--- src/rtl/circular_fifo_with_search_top_macros.svh ---
// assertion macros for the circular fifo with search
`ifndef CIRCULAR_FIFO_WITH_SEARCH_TOP_MACROS_SVH
`define CIRCULAR_FIFO_WITH_SEARCH_TOP_MACROS_SVH
`ifndef SYNTHESIS
// property that holds at every edge outside reset
`define CFIFO_ASSERT(lbl, clk, rst, prop, msg) \
   lbl: assert property (@(posedge clk) disable iff (rst) (prop)) else $error(msg);
// condition at one edge implies a consequence at the next edge
`define CFIFO_ASSERT_NEXT(lbl, clk, rst, ante, cons, msg) \
   lbl: assert property (@(posedge clk) disable iff (rst) (ante) |=> (cons)) else $error(msg);
`else
`define CFIFO_ASSERT(lbl, clk, rst, prop, msg)
`define CFIFO_ASSERT_NEXT(lbl, clk, rst, ante, cons, msg)
`endif
`endif

--- src/rtl/cfifo_pkg.sv ---
// shared types and constants for the circular fifo with search
package cfifo_pkg;

   localparam int DEPTH = 8;
   localparam int PTR_W = $clog2(DEPTH);
   localparam int CNT_W = $clog2(DEPTH + 1);

   typedef enum logic [1:0] {
      OP_ENQ  = 2'd0,
      OP_DEQ  = 2'd1,
      OP_SRCH = 2'd2,
      OP_NOP  = 2'd3
   } op_type;

   typedef enum logic [1:0] {
      ST_OK    = 2'd0,
      ST_FULL  = 2'd1,
      ST_DUP   = 2'd2,
      ST_EMPTY = 2'd3
   } status_type;

   // commands from the controller to the datapath
   typedef struct packed {
      logic load;
      logic scan;
      logic deq_rd;
      logic commit;
   } cmd_type;

   // status from the datapath to the controller
   typedef struct packed {
      logic scan_done;
      logic rsp_free;
   } sts_type;

endpackage

--- src/rtl/cfifo_ctrl.sv ---
// controller state machine for the circular fifo with search
module cfifo_ctrl (
   input  logic                clock,
   input  logic                reset,
   input  logic                req_valid,
   input  logic [1:0]          req_opcode,
   output logic                req_stall,
   input  cfifo_pkg::sts_type  sts,
   output cfifo_pkg::cmd_type  cmd
);

   typedef enum logic [1:0] {
      S_IDLE,
      S_SCAN,
      S_DEQ,
      S_COMMIT
   } state_type;

   state_type state_ff;
   state_type state_in;
   cfifo_pkg::op_type op_dec;
   logic accept;

   assign op_dec    = cfifo_pkg::op_type'(req_opcode);
   assign req_stall = (state_ff != S_IDLE);
   assign accept    = (state_ff == S_IDLE) && req_valid;

   // command decode
   always_comb begin
      cmd.load   = accept;
      cmd.scan   = (state_ff == S_SCAN);
      cmd.deq_rd = (state_ff == S_DEQ);
      cmd.commit = (state_ff == S_COMMIT) && sts.rsp_free;
   end

   // next state
   always_comb begin
      state_in = state_ff;
      case (state_ff)
         S_IDLE: begin
            if (accept) begin
               case (op_dec)
                  cfifo_pkg::OP_ENQ:  state_in = S_SCAN;
                  cfifo_pkg::OP_SRCH: state_in = S_SCAN;
                  cfifo_pkg::OP_DEQ:  state_in = S_DEQ;
                  default:            state_in = S_COMMIT;
               endcase
            end
         end
         S_SCAN: begin
            if (sts.scan_done) state_in = S_COMMIT;
         end
         S_DEQ: state_in = S_COMMIT;
         S_COMMIT: begin
            if (sts.rsp_free) state_in = S_IDLE;
         end
         default: state_in = S_IDLE;
      endcase
   end

   // state register
   always_ff @(posedge clock) begin
      if (reset) begin
         state_ff <= S_IDLE;
      end else begin
         state_ff <= state_in;
      end
   end

endmodule

--- src/rtl/cfifo_dpath.sv ---
// datapath: entry memory, pointers, scan unit and result register
`include "circular_fifo_with_search_top_macros.svh"
module cfifo_dpath (
   input  logic                clock,
   input  logic                reset,
   input  cfifo_pkg::cmd_type  cmd,
   output cfifo_pkg::sts_type  sts,
   input  logic [1:0]          req_opcode,
   input  logic signed [31:0]  req_value,
   output logic                rsp_valid,
   input  logic                rsp_stall,
   output logic [1:0]          rsp_status,
   output logic signed [31:0]  rsp_data,
   output logic                rsp_found,
   output logic [3:0]          rsp_occupancy
);

   localparam int PTR_W = cfifo_pkg::PTR_W;
   localparam int CNT_W = cfifo_pkg::CNT_W;

   logic [31:0] mem [cfifo_pkg::DEPTH];

   logic [PTR_W-1:0] head_ff, tail_ff, scan_ptr_ff;
   logic [PTR_W-1:0] head_in, tail_in;
   logic [CNT_W-1:0] count_ff, count_in, scan_cnt_ff;
   logic             cmp_valid_ff, found_ff;
   logic [31:0]      value_ff, rd_data_ff;
   cfifo_pkg::op_type opcode_ff;

   logic                  rsp_valid_ff, rsp_found_ff;
   cfifo_pkg::status_type rsp_status_ff;
   logic [31:0]           rsp_data_ff;
   logic [3:0]            rsp_occ_ff;

   logic                  issue, rd_en, wr_en, full, empty;
   logic [PTR_W-1:0]      rd_addr;
   cfifo_pkg::status_type status_in;
   logic [31:0]           data_in;
   logic                  found_in;

   function automatic logic [PTR_W-1:0] wrap_next(input logic [PTR_W-1:0] p);
      if (p == PTR_W'(cfifo_pkg::DEPTH - 1)) return '0;
      return p + 1'b1;
   endfunction

   // scan issue and memory read port select
   assign issue   = cmd.scan && (scan_cnt_ff != count_ff);
   assign rd_en   = issue || cmd.deq_rd;
   assign rd_addr = cmd.deq_rd ? head_ff : scan_ptr_ff;

   assign full  = (count_ff == CNT_W'(cfifo_pkg::DEPTH));
   assign empty = (count_ff == '0);

   assign sts.scan_done = (scan_cnt_ff == count_ff) && !cmp_valid_ff;
   assign sts.rsp_free  = !rsp_valid_ff || !rsp_stall;

   // operation outcome at commit
   always_comb begin
      status_in = cfifo_pkg::ST_OK;
      data_in   = '0;
      found_in  = 1'b0;
      wr_en     = 1'b0;
      head_in   = head_ff;
      tail_in   = tail_ff;
      count_in  = count_ff;
      case (opcode_ff)
         cfifo_pkg::OP_ENQ: begin
            found_in = found_ff;
            if (full) begin
               status_in = cfifo_pkg::ST_FULL;
            end else if (found_ff) begin
               status_in = cfifo_pkg::ST_DUP;
            end else begin
               wr_en    = cmd.commit;
               tail_in  = wrap_next(tail_ff);
               count_in = count_ff + 1'b1;
            end
         end
         cfifo_pkg::OP_DEQ: begin
            if (empty) begin
               status_in = cfifo_pkg::ST_EMPTY;
            end else begin
               data_in  = rd_data_ff;
               head_in  = wrap_next(head_ff);
               count_in = count_ff - 1'b1;
            end
         end
         cfifo_pkg::OP_SRCH: found_in = found_ff;
         default: ;
      endcase
   end

   // entry memory with registered read
   always_ff @(posedge clock) begin
      if (wr_en) mem[tail_ff] <= value_ff;
      if (rd_en) rd_data_ff <= mem[rd_addr];
   end

   // request capture and scan compare
   always_ff @(posedge clock) begin
      if (cmd.load) begin
         opcode_ff   <= cfifo_pkg::op_type'(req_opcode);
         value_ff    <= req_value;
         scan_ptr_ff <= head_ff;
         scan_cnt_ff <= '0;
         found_ff    <= 1'b0;
      end else if (cmd.scan) begin
         if (issue) begin
            scan_ptr_ff <= wrap_next(scan_ptr_ff);
            scan_cnt_ff <= scan_cnt_ff + 1'b1;
         end
         if (cmp_valid_ff && (rd_data_ff == value_ff)) found_ff <= 1'b1;
      end
   end

   // control registers: pointers, count, compare valid, result valid
   always_ff @(posedge clock) begin
      if (reset) begin
         head_ff      <= '0;
         tail_ff      <= '0;
         count_ff     <= '0;
         cmp_valid_ff <= 1'b0;
         rsp_valid_ff <= 1'b0;
      end else begin
         cmp_valid_ff <= issue;
         if (cmd.commit) begin
            head_ff  <= head_in;
            tail_ff  <= tail_in;
            count_ff <= count_in;
         end
         if (cmd.commit) begin
            rsp_valid_ff <= 1'b1;
         end else if (!rsp_stall) begin
            rsp_valid_ff <= 1'b0;
         end
      end
   end

   // result payload
   always_ff @(posedge clock) begin
      if (cmd.commit) begin
         rsp_status_ff <= status_in;
         rsp_data_ff   <= data_in;
         rsp_found_ff  <= found_in;
         rsp_occ_ff    <= 4'(count_in);
      end
   end

   assign rsp_valid     = rsp_valid_ff;
   assign rsp_status    = rsp_status_ff;
   assign rsp_data      = rsp_data_ff;
   assign rsp_found     = rsp_found_ff;
   assign rsp_occupancy = rsp_occ_ff;

   `CFIFO_ASSERT(a_count_bound, clock, reset, count_ff <= CNT_W'(cfifo_pkg::DEPTH), "count over depth")
   `CFIFO_ASSERT(a_commit_free, clock, reset, !cmd.commit || sts.rsp_free, "commit overwrote result")
   `CFIFO_ASSERT_NEXT(a_state_hold, clock, reset, !cmd.commit, $stable(count_ff) && $stable(head_ff) && $stable(tail_ff), "queue state moved without commit")

endmodule

--- src/rtl/circular_fifo_with_search_top.sv ---
// top level of the circular fifo with search
// enqueue or search scans the held entries, dequeue reads the head, opcode 3 goes to commit
// one item at a time: a new request is taken only when the controller is back in idle
// the scan over the held entries goes through the single memory read port
// the result register lets the next item be taken while a result still waits
// synchronous reset clears pointers, count and handshake state; entries stay unwritten
module circular_fifo_with_search_top (
   input  logic               clock,
   input  logic               reset,
   input  logic               req_valid,
   output logic               req_stall,
   input  logic [1:0]         req_opcode,
   input  logic signed [31:0] req_value,
   output logic               rsp_valid,
   input  logic               rsp_stall,
   output logic [1:0]         rsp_status,
   output logic signed [31:0] rsp_data,
   output logic               rsp_found,
   output logic [3:0]         rsp_occupancy
);

   cfifo_pkg::cmd_type cmd;
   cfifo_pkg::sts_type sts;

   cfifo_ctrl u_ctrl (
      .clock      (clock),
      .reset      (reset),
      .req_valid  (req_valid),
      .req_opcode (req_opcode),
      .req_stall  (req_stall),
      .sts        (sts),
      .cmd        (cmd)
   );

   cfifo_dpath u_dpath (
      .clock         (clock),
      .reset         (reset),
      .cmd           (cmd),
      .sts           (sts),
      .req_opcode    (req_opcode),
      .req_value     (req_value),
      .rsp_valid     (rsp_valid),
      .rsp_stall     (rsp_stall),
      .rsp_status    (rsp_status),
      .rsp_data      (rsp_data),
      .rsp_found     (rsp_found),
      .rsp_occupancy (rsp_occupancy)
   );

endmodule

--- config.mk ---
export PLATFORM = sky130hd
export DESIGN_NAME = circular_fifo_with_search_top
export DESIGN_NICKNAME = d
export VERILOG_FILES = /design/src/rtl/cfifo_pkg.sv /design/src/rtl/cfifo_ctrl.sv /design/src/rtl/cfifo_dpath.sv /design/src/rtl/circular_fifo_with_search_top.sv
export VERILOG_INCLUDE_DIRS = /design/src /design/src/rtl
export SDC_FILE = /design/constraint.sdc
export NUM_CORES = 1
export LEC_CHECK = 0
export ABC_AREA = 0
export BUFFER_PORTS_ARGS = -buffer_cell sky130_fd_sc_hd__buf_2
export CORE_ASPECT_RATIO = 1.4
export CORE_MARGIN = 4
export CORE_UTILIZATION = 30
export DETAILED_ROUTE_END_ITERATION = 6
export PLACE_DENSITY = 0.44
export SLEW_MARGIN = 20
export SYNTH_ARGS = -nofsm -noshare
export SYNTH_HDL_FRONTEND = slang
export SYNTH_SLANG_ARGS = --single-unit
--- constraint.sdc ---
create_clock -name clock -period 14.4 [get_ports clock]
set_clock_uncertainty 0.2 [all_clocks]
set_input_delay 0 -clock clock [delete_from_list [all_inputs] [get_ports clock]]
set_output_delay 0 -clock clock [all_outputs]
set_load 0.01 [all_outputs]
== After elaboration in Yosys (flattened, before gate mapping) ==
Memories as Yosys holds them, arrays and structs flattened. A register that Yosys moved wholly into a read port is not among the register bits.
Index checks and enable logic that the tools add are counted.
Word-level totals
  register bits after elaboration: 95
  RAM bits: 256
  input bits: 38
  output and inout port bits: 41
  memories: 1
Memory list
  u_dpath.mem: depth 8, width 32, read ports 1, clocked after memory_dff 1, wr ports 1, RTL line cfifo_dpath.sv:21  | logic [31:0] mem [cfifo_pkg::DEPTH];
Cells by class
  $add $sub $neg: 6
  equality and inequality tests: 18
  mux-type cells: 41
  bitwise operators: 4
  reductions and logical operators: 26
Operator list (count)
  32-bit == test: 1
  3-bit two-way mux: 10
  1-bit two-way mux: 18
  2-bit two-way mux: 6
  4-bit two-way mux: 3
  3-bit by 1-bit adder with 3-bit output, second input constant: 3
  3-bit == test, second input constant: 3
  4-bit by 1-bit adder with 4-bit output, second input constant: 2
  2-bit == test, second input constant: 4
  2-bit case mux with 2 select lines: 2
  2-bit case mux with 4 select lines: 1
  4-bit case mux with 2 select lines: 1
  2-bit by 1-bit == test with 1-bit output, second input constant: 3
  2-bit zero test: 3
  2-bit by 1-bit != test with 1-bit output, second input constant: 3
  2-bit AND reduction: 3
  3-bit AND reduction: 2
  2-bit nonzero test: 3
  2-bit OR reduction: 3
  1-bit logical AND: 5
  4-bit == test: 1
  4-bit == test, second input constant: 1
  4-bit zero test: 1
  4-bit != test: 1
  other kinds (6): 12

== Longest topological paths before layout ==
Gate-level depths: netlist of run 1.
  word-level depth: 9
  depth in mapped cells: 7

== Cells and area by module ==
Synthesis of run 1 repeated with hierarchy kept, for this count alone.
Second synthesis, totals
  cells, all modules: 724
  area total of the unflattened synthesis: 14762.9 µm²
Modules (own cells, without submodules)
  cfifo_dpath: instances 1, cells an instance 699, area each 14559.0 µm²
  cfifo_ctrl: instances 1, cells an instance 25, area each 203.9 µm²

== Worst setup path after synthesis of run 1 ==
Ideal clock, no wire load.
  path kind: register -> register
  start: register u_ctrl.state_ff[1]
  end: memory u_dpath.mem[0][0] (enable)
  setup time: 0.503 ns
  data arrival time: 4.807 ns
  required time: 13.697 ns
  slack: 8.890 ns
  stages on the path, launching flop included: 6
  buffers on the path: 0
  clock period less this slack: 5.510 ns
  cells stage by stage: dfxtp_1 -> ha_1 -> nand2_1 -> clkinv_1 -> nand3_1 -> nor4_1
RTL lines
  from (decl): RTL line cfifo_ctrl.sv:19  | state_type state_ff;
  from (signal assigned): RTL line cfifo_ctrl.sv:66  | state_ff <= state_in;
  to (decl): RTL line cfifo_dpath.sv:21

== Worst setup path after layout of run 1 ==
  start: register u_ctrl.state_ff[0]
  end: register u_dpath.rd_data_ff[21], read port of u_dpath.mem, data pin
Between the ends
  word-level cells in the longest chain between the ends: 3
  elaborated cells on any way between the ends: 5
  classes of those cells: 2 x eq/ne; 1 x mux; 2 x reduce/logical
Ends and longest elaborated chain
  2-bit by 1-bit == test with 1-bit output: RTL line cfifo_ctrl.sv:31  | cmd.scan = (state_ff == S_SCAN);
  1-bit logical AND: RTL line cfifo_dpath.sv:47  | assign issue = cmd.scan && (scan_cnt_ff != count_ff);
  1-bit logical OR: RTL line cfifo_dpath.sv:48  | assign rd_en = issue || cmd.deq_rd;
  to (decl): RTL line cfifo_dpath.sv:27  | logic [31:0] value_ff, rd_data_ff;
Parallel ways exist; a longest one is shown, timed or not.
A chain may end at the register's enable or synchronous reset.

==> results.json, run 1 <==
{
  "yosysWarningCount": 0,
  "crit_chain": "inv_1, ha_1, mux2i_4, buf_4, buf_4, mux4_2, mux2_2",
  "cpMostUsedCell": "buf_4",
  "drcViolationCount": 0,
  "setup_viol": 0,
  "dieArea_um2": 52800,
  "place_ws_ps": 10460,
  "synth_fp_nets": 774,
  "required_ps": 14490,
  "cp_max_fo": 37,
  "post-cts-setup-buffers": 0,
  "cts_max_level": 2,
  "multi_input_area_um2": 3350,
  "setup_tns_ps": 0,
  "grt_pass1_vias": 7769,
  "netlist_area_um2": 14800,
  "die_x_um": 195,
  "drive_gt1_frac": 0.281,
  "powerDensity_nw_per_um2": 180,
  "irDropWorstVdd_uv": 102,
  "leakage_nw": 5.98,
  "synth_area_per_cell_um2": 20.4,
  "numCtsBuffers": 39,
  "clkLatencyLatePin_ps": 540,
  "synth.most_common_cell": "edfxtp_1",
  "synth-seq-cells": 383,
  "synth_commonest_cells": "edfxtp_1 (364), mux4_2 (64), xor2_1 (34)",
  "synthCells": 722,
  "drv_slew": 0,
  "wire_per_inst_um": 21.5,
  "grt_pass1_wl_mm": 50.3,
  "routed_wl_mm": 33.6,
  "crit_slowest_cell": "buf_4",
  "arrival_ps": 3880,
  "vias": 7199,
  "max-slew-margin-rel": 0.278,
  "finalPower_mw": 3.21,
  "antenna_found_initial": 0,
  "hold_slack_ps": 36.0,
  "gp_congestion": 0.717,
  "clock_path_buffers": 3,
  "hp-class": "in2reg",
  "synth-edff-count": 364,
  "cp-start-kind": "register",
  "clock_sinks": 383,
  "cap_violations": 0,
  "fin_cells": 1561,
  "post-route-min-period_ps": 3800,
  "endpoint_kind": "register",
  "worst_pin_slew_ps": 1080,
  "io_buffers": 78,
  "yosysTopAreaCellShare": 0.741,
  "final_nets": 956,
  "grt_use_total": 0.127,
  "num_antenna_cells": 0,
  "setup_slack_ps": 10600,
  "criticalPathCategory": "reg2reg",
  "finalCritPeriodShare": 0.264,
  "coreArea_um2": 48400,
  "max_freq_mhz": 263,
  "initial_core_util": 0.305,
  "drt_first_pass_iters": 4,
  "dp_hpwl_mm": 18.4,
  "place_inst": 1423,
  "viasPerCell": 4.61,
  "hold_path.startpoint": "req_opcode[0]",
  "rr_startpoint": "u_ctrl.state_ff[0]",
  "ios": 79,
  "cts_root_buffer": "clkbuf_16",
  "grt_max_degree": 65,
  "synth-seq-area-share": 0.767,
  "postSynth.asyncResetShare": 0,
  "hold_viol": 0,
  "seqCellArea_um2": 11300,
  "path_clk_slew_ps": 60,
  "ys_types": 45,
  "syn_to_final_growth_pct": 21.2,
  "yosysTopAreaCell": "edfxtp_1",
  "startpoint": "u_ctrl.state_ff[0]",
  "cts_tree": "yes",
  "status": "finished, final reports clean",
  "rows": 95,
  "crit_family": "buffers and inverters",
  "critPathMaxStageDelay_ps": 690,
  "fillers": 4447,
  "antenna_left": 0,
  "die_h_um": 270,
  "gr-total-overflow": 0,
  "initialDrtViolationCount": 242,
  "ys.flop_type": "edfxtp_1",
  "path_buf_inv": 3,
  "yosys-top-cells-area": "edfxtp_1 (74%), mux4_2 (9.8%), dfxtp_1 (2.6%), mux2_2 (2.4%), xor2_1 (2.0%)",
  "rsz0062_at_grt": "no"
}
layer usage:
metal	track usage	wire, um
met3	0.0181	1040
met4	0.0351	658
met5	0	0
met1	0.160	14300
met2	0.227	17600
final cells by class:
| class | instances | share of cell area |
|---|---|---|
| inverter | 10 | 0.00210 |
| tap | 630 | 0.0441 |
| timing repair buffer | 166 | 0.0686 |
| clock buffer | 46 | 0.0572 |
| clock inverter | 22 | 0.00798 |
| multi-input combinational | 304 | 0.187 |
| sequential | 383 | 0.633 |
flip-flops by register name (all words and copies together), names as in the netlist, 2 cells and up:
| signal | cells |
|---|---|
| u_dpath.count_ff | 4 |
| u_dpath.rsp_data | 32 |
| u_dpath.value_ff | 32 |
| u_dpath.opcode_ff | 2 |
| u_dpath.mem | 256 |
| u_dpath.rd_data_ff | 32 |
| u_dpath.scan_cnt_ff | 4 |
| u_ctrl.state_ff | 2 |
| u_dpath.rsp_occupancy | 4 |
| u_dpath.tail_ff | 3 |
| u_dpath.head_ff | 3 |
| u_dpath.rsp_status | 2 |
| u_dpath.scan_ptr_ff | 3 |
power breakdown:
| group | internal, mW | switching (mW) |
|---|---|---|
| clock | 0.526 | 0.415 |
| sequential | 1.40 | 0.0998 |
| combinational | 0.371 | 0.394 |
cell families (layout without fill, tap and decap cells):
kind of cell               count (synthesis)  after routing  synth area share
xor gates and xnor gates                  39             39            0.0232
buffers and inverters                     35            244            0.0129
and+or+nand+nor                          112            112            0.0411
AOI/OAI and AO/OA                         33             33            0.0154
DFF                                      383            383             0.767
muxes                                    106            106             0.129
adders and majority gates                 14             14            0.0119
cells in the final DEF, fill, tap and decap left out, types with 4 or more instances in the layout:
master         count
edfxtp_1         364
buf_2             78
dlygate4sd3_1     70
mux4_2            64
clkbuf_16         40
xor2_1            34
and2_1            32
mux2_2            32
nand2_1           19
dfxtp_1           19
buf_4             18
ha_1              14
nor2_1            13
a21oi_1           10
clkinv_1           9
clkinv_2           9
inv_1              8
mux2i_1            7
nor4_1             7
clkbuf_1           6
nand2b_1           5
xnor2_1            5
nand3_1            5
nor3_1             4
a21o_1             4
nand4_1            4
nor3_2             4
final timing paths:
path	slack, ps	endpoint	depth (start not counted)
setup / recovery	10600	u_dpath.rd_data_ff[21]	7
hold / removal	40	u_dpath.opcode_ff[0]	2
setup reg to reg	10600	u_dpath.rd_data_ff[21]	7
hold reg to reg	320	u_dpath.scan_cnt_ff[3]	2
through the flow:
stage | instance area, um^2 | utilization
2_1_floorplan | 14800 | -
3_3_place_gp | 16000 | 0.331
3_5_place_dp | 16000 | 0.331
4_1_cts | 17900 | 0.370
5_1_grt | 17900 | 0.370
6_report | 17900 | 0.370
what timing repair did:
item	in CTS	in global routing
gates resized for setup	0	0
hold buffers	70	0
endpoints found under the hold margin	65	0
endpoints found under the setup margin	0	0
Note: power is estimated with default switching activity, not from simulation.
==> inputs of run 2 (changes only) <==
--- a/config.mk
+++ b/config.mk
@@ -6,7 +6,7 @@
 export SDC_FILE = /design/constraint.sdc
 export NUM_CORES = 1
 export LEC_CHECK = 0
-export ABC_AREA = 0
+export ABC_AREA = 1
 export BUFFER_PORTS_ARGS = -buffer_cell sky130_fd_sc_hd__buf_2
 export CORE_ASPECT_RATIO = 1.4
 export CORE_MARGIN = 4
==> constraint.sdc (replaced) <==
create_clock -name clock -period 3.6 [get_ports clock]
set_clock_uncertainty 0.2 [all_clocks]
set_input_delay 0 -clock clock [delete_from_list [all_inputs] [get_ports clock]]
set_output_delay 0 -clock clock [all_outputs]
set_load 0.01 [all_outputs]
==> run 2 against run 1 <==
Net effect:
- clock-buffer cell count grew 10
- register-to-register slack lost 9900 ps
- final cell count grew 32%
- via count grew 31%
- sequential share of layout area shrank 2.2 points
- global-route usage grew 0.96 points
- utilization is essentially flat
- flip-flop and latch count is the same
- synthesized area grew 3.1%
- synthesized cell count grew 68%
- largest power group unchanged
==> results.json, run 2 <==
{
  "status": "finished, final reports clean",
  "drcViolationCount": 0,
  "die_x_um": 198,
  "hold_viol": 0,
  "drv_slew": 0,
  "max-slew-margin-rel": 0.474,
  "synth-edff-count": 364,
  "numCtsBuffers": 41,
  "synth_compound_area_frac": 0.0980,
  "netlist_area_um2": 15200,
  "most-common-layout-cells": "edfxtp_1 (364), nor2_1 (186), o21ai_0 (141)",
  "post-cts-setup-buffers": 0,
  "cp_max_fo": 22,
  "endpoint_kind": "register",
  "rsz0062_at_grt": "no",
  "yosysWarningCount": 0,
  "seqCellArea_um2": 11300,
  "yosys-top-cells-area": "edfxtp_1 (72%), nor2_1 (4.8%), o21ai_0 (4.6%), nand2_1 (3.5%), inv_1 (3.0%)",
  "synth.most_common_cell": "edfxtp_1",
  "setup_viol": 0,
  "drive_gt1_frac": 0.130,
  "drt_first_pass_iters": 4,
  "synth_area_per_cell_um2": 12.5,
  "synthAdderAreaFrac": 0.0115,
  "vias": 9448,
  "synth_fp_nets": 1268,
  "gr-total-overflow": 0,
  "num_antenna_cells": 0,
  "ys_types": 35,
  "yosysTopAreaCell": "edfxtp_1",
  "hold_slack_ps": 134,
  "criticalPathCategory": "reg2reg",
  "gp_congestion": 0.745,
  "largest_register_ffs": 256,
  "powerDensity_nw_per_um2": 771,
  "max_freq_mhz": 345,
  "postSynth.asyncResetShare": 0,
  "reg2reg_to": "u_dpath.mem[4][23]",
  "synth-seq-area-share": 0.744,
  "initialDrtViolationCount": 532,
  "cts_tree": "yes",
  "cts_resized": 0,
  "final_nets": 1432,
  "muxShareOfSynthArea": 0,
  "rr_startpoint": "u_ctrl.state_ff[1]",
  "multi_input_area_um2": 3250,
  "dpl-instance-area_um2": 16500,
  "hold_path.startpoint": "reset",
  "clock_path_buffers": 3,
  "crit_slowest_cell": "nor2_4",
  "antenna_found_initial": 0,
  "hp-class": "in2reg",
  "cts_max_level": 2,
  "initial_core_util": 0.303,
  "clock_sinks": 383,
  "grt_max_degree": 129,
  "grt_use_total": 0.136,
  "finalInstanceArea_um2": 18500,
  "synth-seq-cells": 383,
  "worst_pin_slew_ps": 790,
  "wire_per_inst_um": 18.1,
  "arrival_ps": 2930,
  "dp_hpwl_mm": 21.4,
  "cp-start-kind": "register",
  "routed_wl_mm": 37.1,
  "post-route-min-period_ps": 2900,
  "finalCritPeriodShare": 0.805,
  "yosysTopAreaCellShare": 0.719,
  "viasPerCell": 4.60,
  "fillers": 4891,
  "leakage_nw": 6.74,
  "coreArea_um2": 50100,
  "antenna_left": 0,
  "cts_root_buffer": "clkbuf_16",
  "hold_buffers": 72,
  "syn_to_final_growth_pct": 21.8,
  "synthCells": 1216,
  "ios": 79,
  "path_buf_inv": 2,
  "synth-xor-area-share": 0.00749,
  "grt_pass1_wl_mm": 57.2,
  "critPathMaxStageDelay_ps": 510,
  "dieArea_um2": 54400,
  "synth_commonest_cells": "edfxtp_1 (364), nor2_1 (194), nand2_1 (141), o21ai_0 (141), inv_1 (120)",
  "synthSimpleGateAreaFrac": 0.0911,
  "reg2reg_depth": 6,
  "clkLatencyLatePin_ps": 540,
  "required_ps": 3630,
  "r2r_slack_ps": 700,
  "irDropWorstVdd_uv": 697,
  "crit_chain": "ha_1, nand2_1, inv_2, nand4_1, nor2_4, buf_12",
  "crit_family": "simple AND/OR/NAND/NOR gates",
  "path_clk_slew_ps": 60,
  "largest_register": "u_dpath.mem",
  "die_h_um": 274,
  "rows": 97,
  "hold_end": "u_ctrl.state_ff[1]",
  "synth_top_family_by_area": "compound AO/OA/AOI/OAI gates",
  "hold_depth": 3,
  "final_common_cell": "edfxtp_1",
  "io_buffers": 78,
  "ys.flop_type": "edfxtp_1",
  "grt_pass1_vias": 9727,
  "cap_violations": 0
}
[run 2: cell types whose count changed after synthesis, sizes merged, moves of 8 or more]
cell and change:
o22ai +65, xor2 -27, nor4 -8, mux2 -32, nand3 +9, mux4 -64, nor2 +178, inv +115
nand2 +124, mux2i -10, and2 -32, o21ai +180, buf +23
[run 2: where the power goes]
| part | internal (mW) | switching, mW |
|---|---|---|
| clock network | 2.42 | 1.75 |
| registers | 5.68 | 0.381 |
| logic | 1.27 | 2.78 |
[run 2: worst max-delay path by stage]
stage	from	endpoint	slack [ps]	depth (start not counted)
floorplan	u_ctrl.state_ff[1]	u_dpath.mem[1][0]	-440	7
global placement	u_ctrl.state_ff[1]	u_dpath.mem[7][21]	760	8
detailed placement	u_ctrl.state_ff[1]	u_dpath.mem[4][23]	660	6
CTS	u_ctrl.state_ff[1]	u_dpath.mem[4][23]	640	6
global route	u_ctrl.state_ff[1]	u_dpath.mem[7][12]	490	8
finish	u_ctrl.state_ff[1]	u_dpath.mem[4][23]	700	6
[run 2: cells by family (layout without fill, tap and decap cells)]
family | after synthesis | in the layout
flops | 383 | 383
simple gates | 358 | 358
compound gates | 273 | 273
buf+inv | 175 | 371
fa+ha+maj | 14 | 14
xor+xnor | 13 | 13
[run 2: worst register-to-register path, delay by kind of cell (launching register included)]
family                   cells  cell delay [ps]
flip-flops                   1              380
AND/OR/NAND/NOR              3             1170
buffers and inverters        2              630
adder cells (fa/ha/maj)      1              200
[run 2: final cells by class]
type,count,share of cell area
Clock inverter,19,0.00979
Multi-Input combinational cell,658,0.176
Inverter,124,0.0252
Sequential cell,383,0.610
Clock buffer,56,0.0607
Tap cell,643,0.0434
Timing Repair Buffer,172,0.0750
[run 2: through the flow]
stage | setup slack (ps) | utilization | power (mW) | cells | setup TNS, ps
6_report | 702 | 0.370 | 14.3 | 2055 | 0
5_1_grt | 488 | 0.370 | 15.3 | 2055 | 0
4_1_cts | 640 | 0.370 | 14.6 | 2055 | 0
3_5_place_dp | 662 | 0.329 | 10.3 | 1908 | 0
3_3_place_gp | 756 | 0.329 | 10.3 | 1908 | 0
2_1_floorplan | -444 | - | 8.87 | 1216 | -56850
[run 2: metal layers]
layer / track usage / wire, um / vias to the layer above
li1: - / - / 4599
met1: 0.173 / 16200 / 4646
met2: 0.242 / 18800 / 154
met3: 0.0214 / 1410 / 49
met4: 0.0357 / 701 / 0
met5: 0 / 0 / -
